`src/rtl/mrd_pkg.sv`:
```
// shared types, constants and crc function for the modbus register response deframer
`timescale 1ns / 1ps
package mrd_pkg;

  typedef enum logic [2:0] {
    PH_ADDR,
    PH_FUNC,
    PH_COUNT,
    PH_DATA,
    PH_CRC_LO,
    PH_CRC_HI
  } phase_t;

  typedef enum logic [1:0] {
    CFG_SLAVE_ADDRESS     = 2'd0,
    CFG_EXPECTED_FUNCTION = 2'd1,
    CFG_VALUE_OFFSET      = 2'd2
  } cfg_index_t;

  localparam logic [7:0]  SLAVE_ADDRESS_RESET     = 8'h01;
  localparam logic [7:0]  EXPECTED_FUNCTION_RESET = 8'h04;
  localparam logic [15:0] VALUE_OFFSET_RESET      = 16'd2000;
  localparam logic [15:0] CRC_INIT                = 16'hFFFF;
  localparam logic [15:0] CRC_POLY                = 16'hA001;

  // crc-16/modbus, one byte
  function automatic logic [15:0] crc_step(input logic [15:0] crc_in, input logic [7:0] b);
    logic [15:0] c;
    c = crc_in ^ {8'h00, b};
    for (int i = 0; i < 8; i++) begin
      if (c[0]) begin
        c = (c >> 1) ^ CRC_POLY;
      end else begin
        c = c >> 1;
      end
    end
    return c;
  endfunction

endpackage

```
`src/rtl/mrd_if.sv`:
```
// stream interfaces for received bytes and register results
`timescale 1ns / 1ps
interface mrd_rx_if;
  logic       valid;
  logic       ready;
  logic [7:0] rx_byte;
  modport source (output valid, output rx_byte, input ready);
  modport sink (input valid, input rx_byte, output ready);
endinterface

interface mrd_reg_if;
  logic               valid;
  logic               ready;
  logic [2:0]         reg_index;
  logic signed [16:0] reg_value;
  logic               last;
  modport source (output valid, output reg_index, output reg_value, output last, input ready);
  modport sink (input valid, input reg_index, input reg_value, input last, output ready);
endinterface

```
`src/rtl/modbus_register_response_deframer.sv`:
```
// top level of the modbus register response deframer
//
//   channel   dir   handshake          payload
//   rx        in    valid / ready      rx_byte[7:0]
//   res       out   valid / ready      reg_index[2:0], reg_value[16:0] signed, last
//   config    in    wr_en              wr_index[1:0], wr_data[15:0]
//
// one byte is taken per cycle while rx.ready is high; the crc update runs in the same cycle as the byte
// results leave the emitter's output register one per cycle while res.ready is high, REG_COUNT per good frame
// the parser stalls only on the final crc byte of any frame while both queue slots are full
// synchronous reset returns to the address hunt with crc 0xffff and config at defaults
`timescale 1ns / 1ps
module modbus_register_response_deframer #(
  parameter int REG_COUNT = 7
) (
  input  logic        clk,
  input  logic        rst,
  input  logic        wr_en,
  input  logic [1:0]  wr_index,
  input  logic [15:0] wr_data,
  mrd_rx_if.sink      rx,
  mrd_reg_if.source   res
);

  logic [7:0]  slave_address;
  logic [7:0]  expected_function;
  logic [15:0] value_offset;

  logic q_push;
  logic q_pop;
  logic q_full;
  logic q_empty;
  logic [REG_COUNT-1:0][15:0] q_data;
  logic [REG_COUNT-1:0][15:0] q_head;

  always_ff @(posedge clk) begin
    if (rst) begin
      slave_address     <= mrd_pkg::SLAVE_ADDRESS_RESET;
      expected_function <= mrd_pkg::EXPECTED_FUNCTION_RESET;
      value_offset      <= mrd_pkg::VALUE_OFFSET_RESET;
    end else if (wr_en) begin
      unique case (wr_index)
        mrd_pkg::CFG_SLAVE_ADDRESS:     slave_address     <= wr_data[7:0];
        mrd_pkg::CFG_EXPECTED_FUNCTION: expected_function <= wr_data[7:0];
        mrd_pkg::CFG_VALUE_OFFSET:      value_offset      <= wr_data;
        default: ;
      endcase
    end
  end

  mrd_front #(.REG_COUNT(REG_COUNT)) u_front (
    .clk               (clk),
    .rst               (rst),
    .rx                (rx),
    .slave_address     (slave_address),
    .expected_function (expected_function),
    .q_full            (q_full),
    .q_push            (q_push),
    .q_data            (q_data)
  );

  mrd_queue #(.REG_COUNT(REG_COUNT)) u_queue (
    .clk       (clk),
    .rst       (rst),
    .push      (q_push),
    .push_data (q_data),
    .full      (q_full),
    .pop       (q_pop),
    .empty     (q_empty),
    .head      (q_head)
  );

  mrd_back #(.REG_COUNT(REG_COUNT)) u_back (
    .clk          (clk),
    .rst          (rst),
    .value_offset (value_offset),
    .q_empty      (q_empty),
    .q_head       (q_head),
    .q_pop        (q_pop),
    .res          (res)
  );

endmodule

```
`src/rtl/mrd_front.sv`:
```
// frame parser: header hunt, register collection and crc check
`timescale 1ns / 1ps
module mrd_front #(
  parameter int REG_COUNT = 7
) (
  input  logic                       clk,
  input  logic                       rst,
  mrd_rx_if.sink                     rx,
  input  logic [7:0]                 slave_address,
  input  logic [7:0]                 expected_function,
  input  logic                       q_full,
  output logic                       q_push,
  output logic [REG_COUNT-1:0][15:0] q_data
);

  localparam int IW = (REG_COUNT > 1) ? $clog2(REG_COUNT) : 1;
  localparam logic [IW-1:0] LastIdx = IW'(REG_COUNT - 1);
  localparam logic [7:0] CountByte = 8'(2 * REG_COUNT);

  mrd_pkg::phase_t phase, phase_next;
  logic [15:0] crc, crc_next;
  logic [IW-1:0] widx, widx_next;
  logic half, half_next;
  logic [7:0] hi_byte;
  logic [7:0] crc_lo;
  logic [REG_COUNT-1:0][15:0] store;

  logic accept;
  logic hunt_hit;
  logic [15:0] hunt_crc;
  logic [15:0] byte_crc;
  logic crc_ok;

  assign hunt_hit = (rx.rx_byte == slave_address);
  assign hunt_crc = mrd_pkg::crc_step(mrd_pkg::CRC_INIT, rx.rx_byte);
  assign byte_crc = mrd_pkg::crc_step(crc, rx.rx_byte);

  // next state
  always_comb begin
    phase_next = phase;
    crc_next   = crc;
    widx_next  = widx;
    half_next  = half;
    unique case (phase)
      mrd_pkg::PH_FUNC: begin
        if (rx.rx_byte == expected_function) begin
          crc_next   = byte_crc;
          phase_next = mrd_pkg::PH_COUNT;
        end else begin
          phase_next = hunt_hit ? mrd_pkg::PH_FUNC : mrd_pkg::PH_ADDR;
          crc_next   = hunt_hit ? hunt_crc : mrd_pkg::CRC_INIT;
        end
      end
      mrd_pkg::PH_COUNT: begin
        if (rx.rx_byte == CountByte) begin
          crc_next   = byte_crc;
          widx_next  = '0;
          half_next  = 1'b0;
          phase_next = mrd_pkg::PH_DATA;
        end else begin
          phase_next = hunt_hit ? mrd_pkg::PH_FUNC : mrd_pkg::PH_ADDR;
          crc_next   = hunt_hit ? hunt_crc : mrd_pkg::CRC_INIT;
        end
      end
      mrd_pkg::PH_DATA: begin
        crc_next  = byte_crc;
        half_next = ~half;
        if (half) begin
          if (widx == LastIdx) begin
            widx_next  = '0;
            phase_next = mrd_pkg::PH_CRC_LO;
          end else begin
            widx_next = widx + 1'b1;
          end
        end
      end
      mrd_pkg::PH_CRC_LO: begin
        phase_next = mrd_pkg::PH_CRC_HI;
      end
      mrd_pkg::PH_CRC_HI: begin
        phase_next = mrd_pkg::PH_ADDR;
        crc_next   = mrd_pkg::CRC_INIT;
        widx_next  = '0;
        half_next  = 1'b0;
      end
      default: begin
        phase_next = hunt_hit ? mrd_pkg::PH_FUNC : mrd_pkg::PH_ADDR;
        crc_next   = hunt_hit ? hunt_crc : mrd_pkg::CRC_INIT;
        widx_next  = '0;
        half_next  = 1'b0;
      end
    endcase
  end

  // outputs
  always_comb begin
    crc_ok   = (crc_lo == crc[7:0]) && (rx.rx_byte == crc[15:8]);
    rx.ready = !((phase == mrd_pkg::PH_CRC_HI) && q_full);
    accept   = rx.valid && rx.ready;
    q_push   = accept && (phase == mrd_pkg::PH_CRC_HI) && crc_ok;
    q_data   = store;
  end

  always_ff @(posedge clk) begin
    if (rst) begin
      phase <= mrd_pkg::PH_ADDR;
      crc   <= mrd_pkg::CRC_INIT;
      widx  <= '0;
      half  <= 1'b0;
    end else if (accept) begin
      phase <= phase_next;
      crc   <= crc_next;
      widx  <= widx_next;
      half  <= half_next;
    end
  end

  always_ff @(posedge clk) begin
    if (accept && (phase == mrd_pkg::PH_DATA)) begin
      if (half) begin
        store[widx] <= {hi_byte, rx.rx_byte};
      end else begin
        hi_byte <= rx.rx_byte;
      end
    end
    if (accept && (phase == mrd_pkg::PH_CRC_LO)) begin
      crc_lo <= rx.rx_byte;
    end
  end

endmodule

```
`src/rtl/mrd_queue.sv`:
```
// two-entry queue of checked frames
`timescale 1ns / 1ps
module mrd_queue #(
  parameter int REG_COUNT = 7
) (
  input  logic                       clk,
  input  logic                       rst,
  input  logic                       push,
  input  logic [REG_COUNT-1:0][15:0] push_data,
  output logic                       full,
  input  logic                       pop,
  output logic                       empty,
  output logic [REG_COUNT-1:0][15:0] head
);

  logic [REG_COUNT-1:0][15:0] entry [2];
  logic wr_ptr;
  logic rd_ptr;
  logic [1:0] count;

  assign full  = (count == 2'd2);
  assign empty = (count == 2'd0);
  assign head  = entry[rd_ptr];

  always_ff @(posedge clk) begin
    if (rst) begin
      wr_ptr <= 1'b0;
      rd_ptr <= 1'b0;
      count  <= 2'd0;
    end else begin
      if (push) begin
        wr_ptr <= ~wr_ptr;
      end
      if (pop) begin
        rd_ptr <= ~rd_ptr;
      end
      if (push && !pop) begin
        count <= count + 2'd1;
      end else if (pop && !push) begin
        count <= count - 2'd1;
      end
    end
  end

  always_ff @(posedge clk) begin
    if (push) begin
      entry[wr_ptr] <= push_data;
    end
  end

endmodule

```
`src/rtl/mrd_back.sv`:
```
// result emitter: one register word per transfer, offset removed
`timescale 1ns / 1ps
module mrd_back #(
  parameter int REG_COUNT = 7
) (
  input  logic                       clk,
  input  logic                       rst,
  input  logic [15:0]                value_offset,
  input  logic                       q_empty,
  input  logic [REG_COUNT-1:0][15:0] q_head,
  output logic                       q_pop,
  mrd_reg_if.source                  res
);

  localparam int IW = (REG_COUNT > 1) ? $clog2(REG_COUNT) : 1;
  localparam logic [IW-1:0] LastIdx = IW'(REG_COUNT - 1);

  logic [IW-1:0] idx;
  logic out_valid;
  logic [2:0] out_index;
  logic signed [16:0] out_value;
  logic out_last;
  logic load;
  logic emit;

  assign load  = !out_valid || res.ready;
  assign emit  = load && !q_empty;
  assign q_pop = emit && (idx == LastIdx);

  assign res.valid     = out_valid;
  assign res.reg_index = out_index;
  assign res.reg_value = out_value;
  assign res.last      = out_last;

  always_ff @(posedge clk) begin
    if (rst) begin
      out_valid <= 1'b0;
      idx       <= '0;
    end else if (load) begin
      out_valid <= !q_empty;
      if (emit) begin
        idx <= (idx == LastIdx) ? '0 : idx + 1'b1;
      end
    end
  end

  always_ff @(posedge clk) begin
    if (emit) begin
      out_index <= 3'(idx);
      out_value <= $signed({1'b0, q_head[idx]} - {1'b0, value_offset});
      out_last  <= (idx == LastIdx);
    end
  end

endmodule

```
`src/flat_wrapper.sv`:
```
// flat-port wrapper written by rule: the top's interface ports become plain ports
module modbus_register_response_deframer_flat 
#(
  parameter int REG_COUNT = 7
)
  (clk, rst, wr_en, wr_index, wr_data, rx_valid, rx_rx_byte, rx_ready, res_valid, res_reg_index, res_reg_value, res_last, res_ready);
  mrd_rx_if rx_i ();
  mrd_reg_if res_i ();
  input  logic clk;
  input  logic rst;
  input  logic wr_en;
  input  logic [1:0] wr_index;
  input  logic [15:0] wr_data;
  input wire logic [$bits(rx_i.valid)-1:0] rx_valid;
  input wire logic [$bits(rx_i.rx_byte)-1:0] rx_rx_byte;
  output wire logic [$bits(rx_i.ready)-1:0] rx_ready;
  output wire logic [$bits(res_i.valid)-1:0] res_valid;
  output wire logic [$bits(res_i.reg_index)-1:0] res_reg_index;
  output wire logic [$bits(res_i.reg_value)-1:0] res_reg_value;
  output wire logic [$bits(res_i.last)-1:0] res_last;
  input wire logic [$bits(res_i.ready)-1:0] res_ready;
  assign rx_i.valid = rx_valid;
  assign rx_i.rx_byte = rx_rx_byte;
  assign rx_ready = rx_i.ready;
  assign res_valid = res_i.valid;
  assign res_reg_index = res_i.reg_index;
  assign res_reg_value = res_i.reg_value;
  assign res_last = res_i.last;
  assign res_i.ready = res_ready;
  modbus_register_response_deframer #(.REG_COUNT(REG_COUNT)) u_core (.clk(clk), .rst(rst), .wr_en(wr_en), .wr_index(wr_index), .wr_data(wr_data), .rx(rx_i), .res(res_i));
endmodule
```
`config.mk`:
```
export PLATFORM = sky130hd
export DESIGN_NAME = modbus_register_response_deframer_flat
export DESIGN_NICKNAME = d
export VERILOG_FILES = /design/src/rtl/mrd_pkg.sv /design/src/rtl/mrd_if.sv /design/src/rtl/modbus_register_response_deframer.sv /design/src/rtl/mrd_front.sv /design/src/rtl/mrd_queue.sv /design/src/rtl/mrd_back.sv /design/src/flat_wrapper.sv
export SDC_FILE = /design/constraint.sdc
export NUM_CORES = 1
export LEC_CHECK = 0
export ABC_AREA = 0
export BUFFER_PORTS_ARGS = -buffer_cell sky130_fd_sc_hd__buf_4
export CAP_MARGIN = 30
export CORE_ASPECT_RATIO = 1.2
export CORE_MARGIN = 3
export CORE_UTILIZATION = 30
export DETAILED_ROUTE_END_ITERATION = 7
export PLACE_DENSITY = 0.55
export SETUP_SLACK_MARGIN = 0.2
export SLEW_MARGIN = 20
export SYNTH_ARGS = -nofsm -noshare
export SYNTH_HDL_FRONTEND = slang
export SYNTH_SLANG_ARGS = --single-unit
```
`constraint.sdc`:
```
create_clock -name clk -period 9.4 [get_ports clk]
set_input_delay 0 -clock clk [delete_from_list [all_inputs] [get_ports clk]]
set_output_delay 0 -clock clk [all_outputs]
set_load 0.005 [all_outputs]
```
After elaboration in Yosys (flattened, before gate mapping) --
Memories as Yosys holds them, arrays and structs flattened. A register that Yosys moved wholly into a read port is not among the register bits. Cells that the tools add are included.
Word-level totals: memories kept 1, RAM bits 224, logic and storage cells 150, flip-flop bits (word level) 212, input port bits 31, output and inout bits 23
Memory list:
- u_core.u_queue.entry | depth 2, bits a word 112, read ports 1, clocked after Yosys merged registers in 1, write ports 1, RTL line mrd_queue.sv:16 | logic [REG_COUNT-1:0][15:0] entry [2];
Cells by class: reduce and logical (&&, ||, !) cells 32, bitwise operators 23, add/subtract/negate cells 5, equal/unequal tests 18, magnitude comparators 3, multiplexer cells 44
Operators with widths (number):
- $mux W16 | 21
- $bwmux W112 | 1
- $pmux W16 S5 | 1
- $bmux W16 S3 | 1
- $demux W16 S3 | 1
- $not A2 Y3 | 16
- $eq A8 B8 Y1 | 4
- $mux W3 | 6
- $sub A16 B16 Y17 | 1
- $not A8 Y16 | 1
- $xor A16 B8 Y16 | 1
- $pmux W3 S5 | 1
- $reduce_and A2 Y1 | 7
- $eq A3 B3 Y1 const B | 4
- $logic_and A1 B1 Y1 | 12
- $pmux W3 S3 | 1
- $eq A8 B4 Y1 const B | 1
- $lt A3 B4 Y1 const B | 2
- $mux W2 | 4
- $add A3 B1 Y3 const B | 2
- $eq A3 B2 Y1 const B | 2
- $mux W1 | 6
- $ne A2 B2 Y1 const B | 3
- $reduce_and A3 Y1 | 2
- other kinds (14) | 24

Longest topological paths before layout --
depth in word-level cells 20, mapped depth 16, mapped depth without buffers 14

Cells and area by module --
Synthesis repeated with hierarchy kept, for this count alone.
Unflattened totals: cell total of the unflattened synthesis 1179, area total of the unflattened synthesis 18255.0 µm²
Modules (own cells, without submodules):
- mrd_queue | cells each 370, sequential area each 6826.5 µm², area each 8305.5 µm², times used 1
- mrd_front | cells each 387, sequential area each 4304.1 µm², area each 5974.5 µm², times used 1
- mrd_back | cells each 290, sequential area each 710.7 µm², area each 2631.3 µm², times used 1
- modbus_register_response_deframer | cells each 132, sequential area each 640.6 µm², area each 1343.8 µm², times used 1

Worst setup path before layout --
OpenSTA, ideal clock, no wires.
path type register to register, start register u_core.u_front.phase[1], end memory u_core.u_queue.entry[0][0] in the netlist's numbering (enable), library setup time 0.598 ns, stages on the path, launching flop included 6, period minus slack after synthesis 6.982 ns, arrival time 6.385 ns, slack 2.418 ns, buffers on the path 0, required time 8.802 ns, cell sequence dfxtp_1 inv_1 nand3_1 or3_1 nor4_2 nor2b_1
Between the ends: longest elaborated chain between the ends 8
RTL lines:
- from (decl) | RTL line mrd_front.sv:20 | mrd_pkg::phase_t phase, phase_next;
- from (signal assigned) | RTL line mrd_front.sv:106 | phase <= mrd_pkg::PH_ADDR;
- from (signal assigned) | RTL line mrd_front.sv:111 | phase <= phase_next;
- $eq A3 B3 Y1 * | RTL line mrd_front.sv:98, mrd_front.sv:100
- $logic_and A1 B1 Y1 | RTL line mrd_front.sv:98 | rx.ready = !((phase == mrd_pkg::PH_CRC_HI) && q_full);
- $logic_not A1 Y1 | RTL line mrd_front.sv:98
- $logic_and A1 B1 Y1 | RTL line mrd_front.sv:99 | accept = rx.valid && rx.ready;
- $logic_and A1 B1 Y1 * (2 in series) | RTL line mrd_front.sv:100 | q_push = accept && (phase == mrd_pkg::PH_CRC_HI) && crc_ok;
- net u_core.q_push | RTL line modbus_register_response_deframer.sv:29 | logic q_push;
- $mux W1 * | RTL line mrd_queue.sv:46 | if (push) begin
- $mux W1 (implied by the code) * | RTL line mrd_queue.sv:47 | entry[wr_ptr] <= push_data;
- to (decl) | RTL line mrd_queue.sv:16
Mark *: on every way through the listed nets, which the timed path passes. The rest lies on a longest branch.

==> qor.txt <==
outcome = complete, no violations
relative slew slack = 0.3776
clock share of power = 0.437
Post-Layout Cell Count = 1958
initial antenna violation count = 0
clk slew on worst S/H paths = 0.06 ns
Iter 0 DRT Violations = 736
Area growth, synth to finish = 17.38%
share of power burned in registers = 0.532
Seq/Total Area, Yosys = 0.7221
Die Ht = 269.0 um
CTS root buffer = clkbuf_16
worst path required time = 9.69 ns
minimum clock period = 4.704 ns
pin count of the biggest net entering global routing = 66
Setup Skew = 0.01312 ns
FMAX = 212.6 MHz
multi-input logic area = 0.004478 mm2
worst-path fanout max = 50
ys flop type = edfxtp_1
CTS H-tree depth = 2
critical path class = flip-flop to flip-flop
Global Route Usage Sum = 0.1226
Chip Width = 225.1 um
TritonCTS clock tree = done
Via Count = 9325
depth of the worst register-to-register path = 15
total negative setup slack = 0 ns
switching share of power = 0.1990
total wire length = 37390 um
Placed Cells = 1847
EDFF count, synth = 373
Clock Latency Late Sink = 0.55 ns
total number of yosys warnings = 0
syn_nets = 1153
Bufs on Longest Clock Path = 3
final-report setup violation count = 0
DRC = 0
CTS sink count = 437
Int Pwr = 3.145 mW
PwrDens = 193.5 mW/mm2
share of layout cells above drive strength 1 = 0.1503
post-layout net count = 1249
final hold viol count = 0
top cells by count, synth = 373 x edfxtp_1, 65 x nor2_1, 64 x dfxtp_1
core area = 0.05646 mm2
top-count cell post-synth = edfxtp_1
vias in the first global route = 9530
CTS Buf Count = 44
fill count = 5254
post-layout util = 0.3594
max-capacitance violation count = 0
hold depth = 4
path type of the worst min-delay path = input port to flip-flop
grt ovf = 0
routed length per instance = 19.10 um
Hold Slack = 0.1589 ns
synthesized area = 0.01729 mm2
Max Slew Vio Count = 0
postcts setup bufs = 0
crit path DAT = 4.99 ns
Initial Utilization = 0.3062
LEAKAGE = 6.573 nW
drt pass-1 iters = 5
combinational share of power = 0.031
Worst setup SP type = flip-flop
first-pass GRT wire length = 56610 um
Yosys top cell area share = 0.6479
Psw = 0.7815 mW
post-synth cell types = 57
Rows = 95
dpl hpwl = 22470 um
worst slew pin tran = 0.9337 ns
Async SR Flop Fraction = 0
top cells by area, synth = edfxtp_1 65%, dfxtp_1 7.4%, mux4_2 4.2%
Final Wtd Congestion = 0.7856
Antenna Nets Post-Route = 0
register area = 0.01249 mm2
die area = 0.06055 mm2
Worst setup EP type = flip-flop
peak supply drop = 0.1599 mV
Vias/cell = 4.763
Mapped Cells = 1100
register bit total from synthesis = 437
num ports = 54
ant diodes = 0
Final period util = 0.5005
synthesized area per cell = 15.72 um2
Yosys top cell by area = edfxtp_1
Port Buffers = 53
RSZ-0062 raised after global routing = no
## routing by layer
metal	part of all wire	global-route usage
met5	0	0
met3	0.036	0.01579
met4	0.032	0.04880
met2	0.52	0.2231
met1	0.41	0.1478
## timing repair
item	CTS	global route
hold endpoints to repair	118	0
endpoints found under the setup margin	0	0
hold buffers	29	0
gates resized for setup	0	0
## sequential cells by signal, summed over array words and instances, names as in the netlist, 16 cells and up, named ones only
register	count
u_core.u_queue.entry	224
u_core.value_offset	16
u_core.u_back.res.reg_value	17
u_core.u_front.q_data	112
u_core.u_front.crc	16
## per-stage QoR
step,instance area [um2],setup slack [ns],power [mW]
finish,20290,4.696,3.927
global route,20290,4.238,4.052
CTS,20270,4.618,3.973
detailed placement,18560,4.666,2.243
global placement,18520,4.663,2.242
floorplan,17290,2.418,2.208
## final cells by class
cell class              count  share of cell area
repair buffers            101             0.04242
multi-input cells         575              0.2207
well taps                 727             0.04483
clock inverters            25             0.01122
clock buffers              56             0.05858
inverters                  37            0.006845
flip-flops and latches    437              0.6154
## power by group through the flow
| stage | combinational, mW | clock (mW) | sequential [mW] |
|---|---|---|---|
| after floorplan | 0.0768 | 0 | 2.13 |
| after global placement | 0.111 | 0 | 2.13 |
| after detailed placement | 0.111 | 0 | 2.13 |
| after CTS | 0.122 | 1.76 | 2.09 |
| after global routing | 0.133 | 1.83 | 2.09 |
| final | 0.121 | 1.71 | 2.09 |
## cell families (layout without fill, tap and decap cells)
group	count (synthesis)	count (layout)	share of synthesized area
adders and majority gates	22	22	0.01636
DFF	437	437	0.7221
and+or+nand+nor	196	196	0.05291
buffers and inverters	88	219	0.02179
AOI/OAI and AO/OA	184	184	0.06811
xor gates and xnor gates	77	77	0.03988
muxes	96	96	0.07889
## layout by cell type, fill, tap and decap left out, drive strengths merged, types with 5 or more instances in the layout
cell	count
edfxtp	373
buf	72
nor2	65
dfxtp	64
mux2i	62
nand2	57
xnor2	56
clkbuf	56
a21oi	54
o21ai	39
inv	36
mux4	32
dlygate4sd3	29
xor2	21
ha	21
clkinv	21
o22ai	18
o221ai	16
nor3	16
a211o	15
nand2b	11
nor2b	10
nand3	8
o21bai	8
nand4	7
o21a	7
a311oi	5
## critical path, stage by stage (launching register included)
cell	delay (ns)
dfxtp_4	0.78
buf_4	0.83
mux2i_1	0.27
o221ai_1	0.16
a21boi_0	0.19
or2_2	0.14
ha_1	0.17
inv_1	0.06
fa_1	0.43
a21o_1	0.18
a21oi_1	0.24
o21ai_0	0.12
a21o_1	0.20
a21oi_1	0.25
o21ai_0	0.16
xor2_1	0.17
## final timing paths
check | end | start | slack [ns]
max | u_core.u_back.res.reg_value[14] | flip-flop | 4.70
min | u_core.value_offset[14] | wr_index[1] | 0.16
max reg2reg | u_core.u_back.res.reg_value[14] | flip-flop | 4.70
min reg2reg | u_core.u_queue.entry[0][66] | u_core.u_front.q_data[66] | 0.44
No activity file was read; power rests on OpenSTA's default activity.
